## src/rtl/swts_pkg.sv

```systemverilog
// Shared types and constants for the sleep/wake time-slice scheduler.
package swts_pkg;

    localparam int ID_W    = 4;
    localparam int CLK_W   = 32;
    localparam int RUN_W   = 16;
    localparam int REQ_W   = 2;
    localparam int KIND_W  = 2;
    localparam int IN_TDATA_W  = 40;
    localparam int OUT_TDATA_W = 8;

    localparam logic [RUN_W-1:0] SLICE_LEN_RST = 16'd10;

    localparam logic [REQ_W-1:0] REQ_TICK     = 2'd0;
    localparam logic [REQ_W-1:0] REQ_SLEEP    = 2'd1;
    localparam logic [REQ_W-1:0] REQ_DISPATCH = 2'd2;

    localparam logic [KIND_W-1:0] EV_ACK     = 2'd0;
    localparam logic [KIND_W-1:0] EV_WOKEN   = 2'd1;
    localparam logic [KIND_W-1:0] EV_PREEMPT = 2'd2;

    typedef enum logic [1:0] {
        ST_IDLE,
        ST_EXEC,
        ST_WALK,
        ST_FLUSH
    } state_t;

    typedef struct packed {
        logic capture;
        logic tick_start;
        logic sleep_do;
        logic dispatch_do;
        logic walk;
        logic flush;
    } cmd_t;

    typedef struct packed {
        logic [REQ_W-1:0] req;
        logic             walk_done;
        logic             flush_done;
    } status_t;

endpackage

```

## src/rtl/sleep_wake_time_slice_scheduler.sv

```systemverilog
// Top level of the sleep/wake time-slice scheduler.
//
// Channel   Direction  Signals                                       Contents
// s_axis    in         tvalid tready tdata[39:0] tuser[1:0]           request transaction
// m_axis    out        tvalid tready tdata[7:0] tuser[1:0] tlast      event transaction
// cfg       in         cfg_we cfg_wdata[15:0]                         slice length register
//
// One transaction at a time. Sleep, dispatch and unknown requests pass through capture,
// execute and flush; a tick also walks the sleep queue between execute and flush, which
// examines one entry per cycle unless m_axis stalls, and a preempting tick adds a flush step.
// A stalled m_axis holds the walk or the flush when a further event must be sent.
// Reset clears clock, queue count, run counts and the slice register to 10.
module sleep_wake_time_slice_scheduler
    import swts_pkg::*;
#(
    parameter int NUM_PROCS = 16
)
(
    input  logic                   clk,
    input  logic                   rst_n,
    input  logic                   cfg_we,
    input  logic [RUN_W-1:0]       cfg_wdata,
    input  logic                   s_axis_tvalid,
    output logic                   s_axis_tready,
    input  logic [IN_TDATA_W-1:0]  s_axis_tdata,  // proc_id[3:0], has_running[4], sleep_ticks[36:5]
    input  logic [REQ_W-1:0]       s_axis_tuser,  // req_type[1:0]
    output logic                   m_axis_tvalid,
    input  logic                   m_axis_tready,
    output logic [OUT_TDATA_W-1:0] m_axis_tdata,  // event_id[3:0]
    output logic [KIND_W-1:0]      m_axis_tuser,  // event_kind[1:0]
    output logic                   m_axis_tlast   // last
);

    cmd_t    cmd;
    status_t status;

    swts_ctrl u_ctrl (
        .clk      (clk),
        .rst_n    (rst_n),
        .in_valid (s_axis_tvalid),
        .in_ready (s_axis_tready),
        .status   (status),
        .cmd      (cmd)
    );

    swts_datapath #(
        .NUM_PROCS (NUM_PROCS)
    ) u_datapath (
        .clk        (clk),
        .rst_n      (rst_n),
        .cfg_we     (cfg_we),
        .cfg_wdata  (cfg_wdata),
        .in_tdata   (s_axis_tdata),
        .in_tuser   (s_axis_tuser),
        .out_tvalid (m_axis_tvalid),
        .out_tready (m_axis_tready),
        .out_tdata  (m_axis_tdata),
        .out_tuser  (m_axis_tuser),
        .out_tlast  (m_axis_tlast),
        .cmd        (cmd),
        .status     (status)
    );

endmodule

```

## src/rtl/swts_ctrl.sv

```systemverilog
// Controller state machine: sequences capture, execution, sleep-queue walk and flush.
module swts_ctrl
    import swts_pkg::*;
(
    input  logic    clk,
    input  logic    rst_n,
    input  logic    in_valid,
    output logic    in_ready,
    input  status_t status,
    output cmd_t    cmd
);

    state_t state_reg;
    state_t state_next;

    always_ff @(posedge clk or negedge rst_n)
    begin
        if (!rst_n)
        begin
            state_reg <= ST_IDLE;
        end
        else
        begin
            state_reg <= state_next;
        end
    end

    always_comb
    begin
        state_next = state_reg;
        case (state_reg)
            ST_IDLE:
            begin
                if (in_valid)
                begin
                    state_next = ST_EXEC;
                end
            end
            ST_EXEC:
            begin
                if (status.req == REQ_TICK)
                begin
                    state_next = ST_WALK;
                end
                else
                begin
                    state_next = ST_FLUSH;
                end
            end
            ST_WALK:
            begin
                if (status.walk_done)
                begin
                    state_next = ST_FLUSH;
                end
            end
            ST_FLUSH:
            begin
                if (status.flush_done)
                begin
                    state_next = ST_IDLE;
                end
            end
            default:
            begin
                state_next = ST_IDLE;
            end
        endcase
    end

    always_comb
    begin
        cmd      = '0;
        in_ready = 1'b0;
        case (state_reg)
            ST_IDLE:
            begin
                in_ready    = 1'b1;
                cmd.capture = in_valid;
            end
            ST_EXEC:
            begin
                case (status.req)
                    REQ_TICK:     cmd.tick_start  = 1'b1;
                    REQ_SLEEP:    cmd.sleep_do    = 1'b1;
                    REQ_DISPATCH: cmd.dispatch_do = 1'b1;
                    default:      cmd             = '0;
                endcase
            end
            ST_WALK:
            begin
                cmd.walk = 1'b1;
            end
            ST_FLUSH:
            begin
                cmd.flush = 1'b1;
            end
            default:
            begin
                cmd = '0;
            end
        endcase
    end

endmodule

```

## src/rtl/swts_datapath.sv

```systemverilog
// Datapath: tick clock, sleep queue, wake times, run counts and the result register.
module swts_datapath
    import swts_pkg::*;
#(
    parameter int NUM_PROCS = 16
)
(
    input  logic                   clk,
    input  logic                   rst_n,
    input  logic                   cfg_we,
    input  logic [RUN_W-1:0]       cfg_wdata,
    input  logic [IN_TDATA_W-1:0]  in_tdata,
    input  logic [REQ_W-1:0]       in_tuser,
    output logic                   out_tvalid,
    input  logic                   out_tready,
    output logic [OUT_TDATA_W-1:0] out_tdata,
    output logic [KIND_W-1:0]      out_tuser,
    output logic                   out_tlast,
    input  cmd_t                   cmd,
    output status_t                status
);

    localparam int IDX_W = $clog2(NUM_PROCS);
    localparam int CNT_W = $clog2(NUM_PROCS + 1);

    // captured transaction
    logic [REQ_W-1:0]  req_reg;
    logic [ID_W-1:0]   pid_reg;
    logic              running_reg;
    logic [CLK_W-1:0]  dur_reg;

    logic [RUN_W-1:0]  slice_len_reg;
    logic [CLK_W-1:0]  clock_reg,   clock_next;
    logic [CNT_W-1:0]  count_reg,   count_next;
    logic [CNT_W-1:0]  idx_reg,     idx_next;
    logic [CNT_W-1:0]  kept_reg,    kept_next;
    logic              preempt_reg, preempt_next;

    // one event held back until it is known whether it is the final one
    logic              pend_valid_reg, pend_valid_next;
    logic [KIND_W-1:0] pend_kind_reg,  pend_kind_next;
    logic [ID_W-1:0]   pend_id_reg,    pend_id_next;

    logic              out_valid_reg, out_valid_next;
    logic [KIND_W-1:0] out_kind_reg,  out_kind_next;
    logic [ID_W-1:0]   out_id_reg,    out_id_next;
    logic              out_last_reg,  out_last_next;

    logic [RUN_W-1:0]  run_ticks_reg [NUM_PROCS];
    logic [ID_W-1:0]   fifo_mem      [NUM_PROCS];
    logic [CLK_W-1:0]  wake_mem      [NUM_PROCS];

    logic              pid_ok;
    logic [IDX_W-1:0]  pid_idx;
    logic              can_load;
    logic              out_load;
    logic [ID_W-1:0]   walk_id;
    logic              walk_due;
    logic              walk_done;
    logic              count_free;
    logic              run_inc;
    logic [RUN_W-1:0]  run_sum;
    logic              run_we;
    logic [RUN_W-1:0]  run_wdata;
    logic              fifo_we;
    logic [IDX_W-1:0]  fifo_waddr;
    logic              wake_we;
    logic              flush_done;

    assign pid_ok     = (32'(pid_reg) < 32'(NUM_PROCS));
    assign pid_idx    = IDX_W'(pid_reg);
    assign can_load   = !out_valid_reg || out_tready;
    assign walk_id    = fifo_mem[idx_reg[IDX_W-1:0]];
    assign walk_due   = (wake_mem[IDX_W'(walk_id)] <= clock_reg);
    assign walk_done  = (idx_reg == count_reg);
    assign count_free = (count_reg < CNT_W'(NUM_PROCS));
    assign run_inc    = running_reg && (pid_reg != '0) && pid_ok;
    assign run_sum    = run_ticks_reg[pid_idx] + RUN_W'(1);

    assign status.req        = req_reg;
    assign status.walk_done  = walk_done;
    assign status.flush_done = flush_done;

    always_comb
    begin
        clock_next      = clock_reg;
        count_next      = count_reg;
        idx_next        = idx_reg;
        kept_next       = kept_reg;
        preempt_next    = preempt_reg;
        pend_valid_next = pend_valid_reg;
        pend_kind_next  = pend_kind_reg;
        pend_id_next    = pend_id_reg;
        out_load        = 1'b0;
        out_kind_next   = out_kind_reg;
        out_id_next     = out_id_reg;
        out_last_next   = out_last_reg;
        run_we          = 1'b0;
        run_wdata       = run_sum;
        fifo_we         = 1'b0;
        fifo_waddr      = kept_reg[IDX_W-1:0];
        wake_we         = 1'b0;
        flush_done      = 1'b0;

        if (cmd.tick_start)
        begin
            clock_next   = clock_reg + CLK_W'(1);
            idx_next     = '0;
            kept_next    = '0;
            preempt_next = 1'b0;
            if (run_inc)
            begin
                run_we       = 1'b1;
                preempt_next = (run_sum == slice_len_reg);
            end
        end

        if (cmd.sleep_do && running_reg && pid_ok && count_free)
        begin
            wake_we    = 1'b1;
            fifo_we    = 1'b1;
            fifo_waddr = count_reg[IDX_W-1:0];
            count_next = count_reg + CNT_W'(1);
        end

        if (cmd.dispatch_do && pid_ok)
        begin
            run_we    = 1'b1;
            run_wdata = '0;
        end

        if (cmd.walk)
        begin
            if (walk_done)
            begin
                count_next = kept_reg;
            end
            else if (walk_due)
            begin
                // a due entry pushes the held event out, stall if one is held and the output is busy
                if (!pend_valid_reg || can_load)
                begin
                    if (pend_valid_reg)
                    begin
                        out_load      = 1'b1;
                        out_kind_next = pend_kind_reg;
                        out_id_next   = pend_id_reg;
                        out_last_next = 1'b0;
                    end
                    pend_valid_next = 1'b1;
                    pend_kind_next  = EV_WOKEN;
                    pend_id_next    = walk_id;
                    idx_next        = idx_reg + CNT_W'(1);
                end
            end
            else
            begin
                fifo_we   = 1'b1;
                kept_next = kept_reg + CNT_W'(1);
                idx_next  = idx_reg + CNT_W'(1);
            end
        end

        if (cmd.flush)
        begin
            if (preempt_reg)
            begin
                if (!pend_valid_reg || can_load)
                begin
                    if (pend_valid_reg)
                    begin
                        out_load      = 1'b1;
                        out_kind_next = pend_kind_reg;
                        out_id_next   = pend_id_reg;
                        out_last_next = 1'b0;
                    end
                    pend_valid_next = 1'b1;
                    pend_kind_next  = EV_PREEMPT;
                    pend_id_next    = pid_reg;
                    preempt_next    = 1'b0;
                end
            end
            else if (can_load)
            begin
                out_load        = 1'b1;
                out_kind_next   = pend_valid_reg ? pend_kind_reg : EV_ACK;
                out_id_next     = pend_valid_reg ? pend_id_reg : '0;
                out_last_next   = 1'b1;
                pend_valid_next = 1'b0;
                flush_done      = 1'b1;
            end
        end

        if (out_load)
        begin
            out_valid_next = 1'b1;
        end
        else if (out_tready)
        begin
            out_valid_next = 1'b0;
        end
        else
        begin
            out_valid_next = out_valid_reg;
        end
    end

    always_ff @(posedge clk or negedge rst_n)
    begin
        if (!rst_n)
        begin
            slice_len_reg  <= SLICE_LEN_RST;
            clock_reg      <= '0;
            count_reg      <= '0;
            idx_reg        <= '0;
            kept_reg       <= '0;
            preempt_reg    <= 1'b0;
            pend_valid_reg <= 1'b0;
            out_valid_reg  <= 1'b0;
            for (int i = 0; i < NUM_PROCS; i++)
            begin
                run_ticks_reg[i] <= '0;
            end
        end
        else
        begin
            if (cfg_we)
            begin
                slice_len_reg <= cfg_wdata;
            end
            clock_reg      <= clock_next;
            count_reg      <= count_next;
            idx_reg        <= idx_next;
            kept_reg       <= kept_next;
            preempt_reg    <= preempt_next;
            pend_valid_reg <= pend_valid_next;
            out_valid_reg  <= out_valid_next;
            if (run_we)
            begin
                run_ticks_reg[pid_idx] <= run_wdata;
            end
        end
    end

    always_ff @(posedge clk)
    begin
        if (cmd.capture)
        begin
            pid_reg     <= in_tdata[3:0];
            running_reg <= in_tdata[4];
            dur_reg     <= in_tdata[36:5];
            req_reg     <= in_tuser;
        end
        pend_kind_reg <= pend_kind_next;
        pend_id_reg   <= pend_id_next;
        if (out_load)
        begin
            out_kind_reg <= out_kind_next;
            out_id_reg   <= out_id_next;
            out_last_reg <= out_last_next;
        end
        if (fifo_we)
        begin
            fifo_mem[fifo_waddr] <= cmd.sleep_do ? pid_reg : walk_id;
        end
        if (wake_we)
        begin
            wake_mem[pid_idx] <= clock_reg + dur_reg;
        end
    end

    assign out_tvalid = out_valid_reg;
    assign out_tdata  = {4'b0000, out_id_reg};
    assign out_tuser  = out_kind_reg;
    assign out_tlast  = out_last_reg;

`ifndef NO_ASSERTIONS
    a_count_bound: assert property (@(posedge clk) disable iff (!rst_n)
        count_reg <= CNT_W'(NUM_PROCS))
        else $error("sleep queue count beyond capacity");

    a_kept_behind: assert property (@(posedge clk) disable iff (!rst_n)
        cmd.walk |-> (kept_reg <= idx_reg))
        else $error("compaction write pointer ahead of read pointer");

    a_final_clears: assert property (@(posedge clk) disable iff (!rst_n)
        (out_load && out_last_next) |=> (!pend_valid_reg && !preempt_reg))
        else $error("event left pending after final result");
`endif

endmodule

```

## config.mk

```make
export PLATFORM = sky130hd
export DESIGN_NAME = sleep_wake_time_slice_scheduler
export DESIGN_NICKNAME = d
export VERILOG_FILES = /design/src/rtl/swts_pkg.sv /design/src/rtl/sleep_wake_time_slice_scheduler.sv /design/src/rtl/swts_ctrl.sv /design/src/rtl/swts_datapath.sv
export SDC_FILE = /design/constraint.sdc
export NUM_CORES = 2
export LEC_CHECK = 0
export CAP_MARGIN = 15
export CORE_MARGIN = 3
export CORE_UTILIZATION = 30
export DETAILED_ROUTE_END_ITERATION = 8
export DONT_BUFFER_PORTS = 1
export SLEW_MARGIN = 10
export SYNTH_ARGS = -nofsm -noshare
export SYNTH_HDL_FRONTEND = slang
export SYNTH_HIERARCHICAL = 1
export SYNTH_SLANG_ARGS = --single-unit
```

## constraint.sdc

```tcl
create_clock -name clk -period 15.2 [get_ports clk]
set_input_delay 3.04 -clock clk [delete_from_list [all_inputs] [get_ports clk]]
set_output_delay 3.04 -clock clk [all_outputs]
set_load 0.02 [all_outputs]
```

==> reports/results.tsv <==
metric	value	unit
relative slew slack	7.513	%
slowest CP cell	dfrtp_1	
die height	377.6	µm
Worst EP required	15.58	ns
pwr/cell area	182.2	mW/mm²
total power	8561	µW
Area growth, synth to finish	13.47	%
vias per cell	4.938	
vias in the first global route	23715	
final worst slack	7.363	ns
CP Capture Type	register	
crit-path max FO	38	
antenna-violating nets left	0	
YS warnings	6	
worst slew pin tran	1.387	ns
total clock sinks	952	
Setup Fix Bufs, Post-CTS	0	
critical path type	reg2reg	
max reg flops	512	
# DRC	0	
status	finished clean	
DIE AREA	0.1426	mm²
total CTS buffers	96	
CP bufs+invs	1	
clk_skew	0.02691	ns
CTS resizes	0	
CP Launch Type	register	
CP delay by family, top	simple AND/OR/NAND/NOR gates	
first-pass GRT wire length	151.2	mm
Core Area	0.1363	mm²
final core occ	34.48	%
vias	23701	
Final min period	7.837	ns
share of layout cells above drive strength 1	18.29	%
mapped cell area	0.04142	mm²
Starting Density	30.38	%
Stages on worst setup path	17	
max frequency	127.6	MHz
initial antenna violation count	6	
CTS root buffer	clkbuf_16	
flop and latch count out of synthesis	952	
worst skew pair latency	0.68	ns
CTS tree	yes	
Final nets	3073	
cell row count	135	
Top FF cell, synth	edfxtp_1	
final hold vios	0	
Top Ports	76	
Post-synth EDFFs	622	
GRT Overall Usage	14.03	%
Critical Path Max Stage Delay	0.94	ns
crit path DAT	8.21	ns
CTS H-tree depth	3	
Leak	0.01798	µW
IO Port Bufs	0	
setup violators final	0	
Hold Path Depth	2	
final WL	100.4	mm
RSZ-0062 raised after global routing	no	
mean area per synthesized cell	14.23	µm²
wire per inst	20.92	µm
Cells after Synth	2910	
Max Cap Violations	0	
fraction of registers with async set/reset	34.03	%
DRT Pass-1 Iters	6	
path type of the worst min-delay path	reg2reg	
Die Width	377.6	µm
DP Worst Slack	7.220	ns
clock slew seen by the registers of the worst setup and hold paths	0.06	ns
clock buffer depth	3	
fraction of the yosys area taken by sequential cells	64.97	%
Distinct cells, synth	83	
GP Congestion	0.7916	
largest net degree at the start of global routing	325	
Overflow after GRT	0	
crit share post-route	51.56	%
max-slew violations	0	
R2R cell count	17	
post-detail-place hpwl	58.89	mm
CTS Hold Bufs	0	
initial drt markers	2291	
TNS Setup	0	ns
Fillers	12919	
Peak VDD IR	0.0001807	V
crit path cell chain	mux4_2 -> mux4_4 -> buf_4 -> mux4_2 -> mux2_2 -> nand2_1 -> o21ai_1 -> ha_1 -> nand4_1 -> or4_1 -> nor4_2 -> nor2b_1 -> nor2b_1 -> a21boi_1 -> a21oi_2 -> o32a_1 -> nor2_1	
routing by layer:
metal,global-route usage [%],share of wire [%]
met5,0,0.013
met4,3.916,2.2
met3,2.284,5.8
met2,23.27,49
met1,19.04,43
cells in the mapped netlist, types with 38 or more instances:
cell type | n | share of area, %
clkbuf_1 | 76 | 0.69
dfrtp_1 | 322 | 19
inv_1 | 55 | 0.50
xnor2_1 | 75 | 1.6
ha_1 | 73 | 2.2
mux2i_1 | 38 | 0.92
nor2_1 | 95 | 0.86
nand2_1 | 776 | 7.0
mux4_2 | 213 | 12
mux2_2 | 53 | 1.4
edfxtp_1 | 622 | 45
o21ai_0 | 53 | 0.64
kinds of logic (layout without fill, tap and decap cells):
family	after synthesis	in the layout	share of synthesized area, %
AO/OA/AOI/OAI	247	247	3.988
XOR/XNOR	99	99	2.130
adder cells (fa/ha/maj)	74	74	2.254
buffers and inverters	196	301	2.205
flip-flops	952	952	64.97
multiplexers	305	305	13.97
other	1	5	0.009054
AND/OR/NAND/NOR	1036	1036	10.48
worst register-to-register path: stages (launching register included):
cell      delay [ns]
dfrtp_1         0.94
mux4_2          0.39
mux4_4          0.77
buf_4           0.75
mux4_2          0.65
mux2_2          0.27
nand2_1         0.07
o21ai_1         0.13
ha_1            0.36
nand4_1         0.20
or4_1           0.80
nor4_2          0.59
nor2b_1         0.16
nor2b_1         0.16
a21boi_1        0.17
a21oi_2         0.53
o32a_1          0.43
nor2_1          0.18
area by class of cell:
class | count | area (µm²) | share of cell area (%)
clock inverter | 63 | 710.7 | 1.512
inverter | 56 | 210.2 | 0.4473
clock buffer | 117 | 2626 | 5.588
antenna | 1 | 2.502 | 0.005325
tap | 1781 | 2228 | 4.742
multi-input combinational | 1765 | 13810 | 29.38
timing repair buffer | 65 | 503.0 | 1.070
sequential | 952 | 26910 | 57.26
worst paths after layout:
check | from | to | slack, ns
max | u_datapath/idx_reg[1] | u_datapath/fifo_mem[10][1] | 7.36
min | u_datapath/run_ticks_reg[220] | u_datapath/run_ticks_reg[220] | 0.47
max reg2reg | u_datapath/idx_reg[1] | u_datapath/fifo_mem[10][1] | 7.36
min reg2reg | u_datapath/run_ticks_reg[220] | u_datapath/run_ticks_reg[220] | 0.47
max in group asynchronous | rst_n | u_datapath/clock_reg[30] | 12.02
min in group asynchronous | rst_n | u_datapath/run_ticks_reg[9] | 2.17
report_power, final:
part / internal (µW) / leakage [µW] / switching (µW) / total (µW)
Clock: 1460 / 0.00163 / 1020 / 2470
Combinational: 1320 / 0.00626 / 1600 / 2930
Sequential: 3040 / 0.0101 / 116 / 3160
stage by stage:
stage | area [µm²] | instances | hold WS [ns]
global route | 46990 | 4799 | 0.4817
CTS | 46840 | 4789 | 0.4729
detailed placement | 43500 | 4609 | 0.4571
global placement | 43500 | 4609 | 0.4531
floorplan | 41430 | 2913 | 0.4404
finish | 47000 | 4800 | 0.4680
layout by cell type, fill, tap and decap left out, types with 9 or more instances in the layout:
cell type / count
nand4_1: 22
bufinv_16: 13
o21ai_1: 33
nand2b_1: 12
and2_1: 18
inv_1: 55
a21oi_1: 36
a21o_1: 28
o21bai_1: 9
nor2b_1: 11
ha_1: 73
o21ai_0: 53
xnor2_1: 67
a31oi_1: 9
nor2_4: 16
mux2_2: 53
nor2_1: 77
clkbuf_1: 11
and3_1: 9
clkinv_2: 21
nand3_1: 34
clkinv_1: 15
xor2_1: 22
mux2i_1: 38
nor3_1: 14
dfrtp_1: 322
clkbuf_16: 100
nand2_1: 776
mux4_2: 210
edfxtp_1: 622
xnor2_2: 9
a22oi_1: 24
buf_4: 59
a22o_1: 9
No activity file was read; power rests on OpenSTA's default activity.
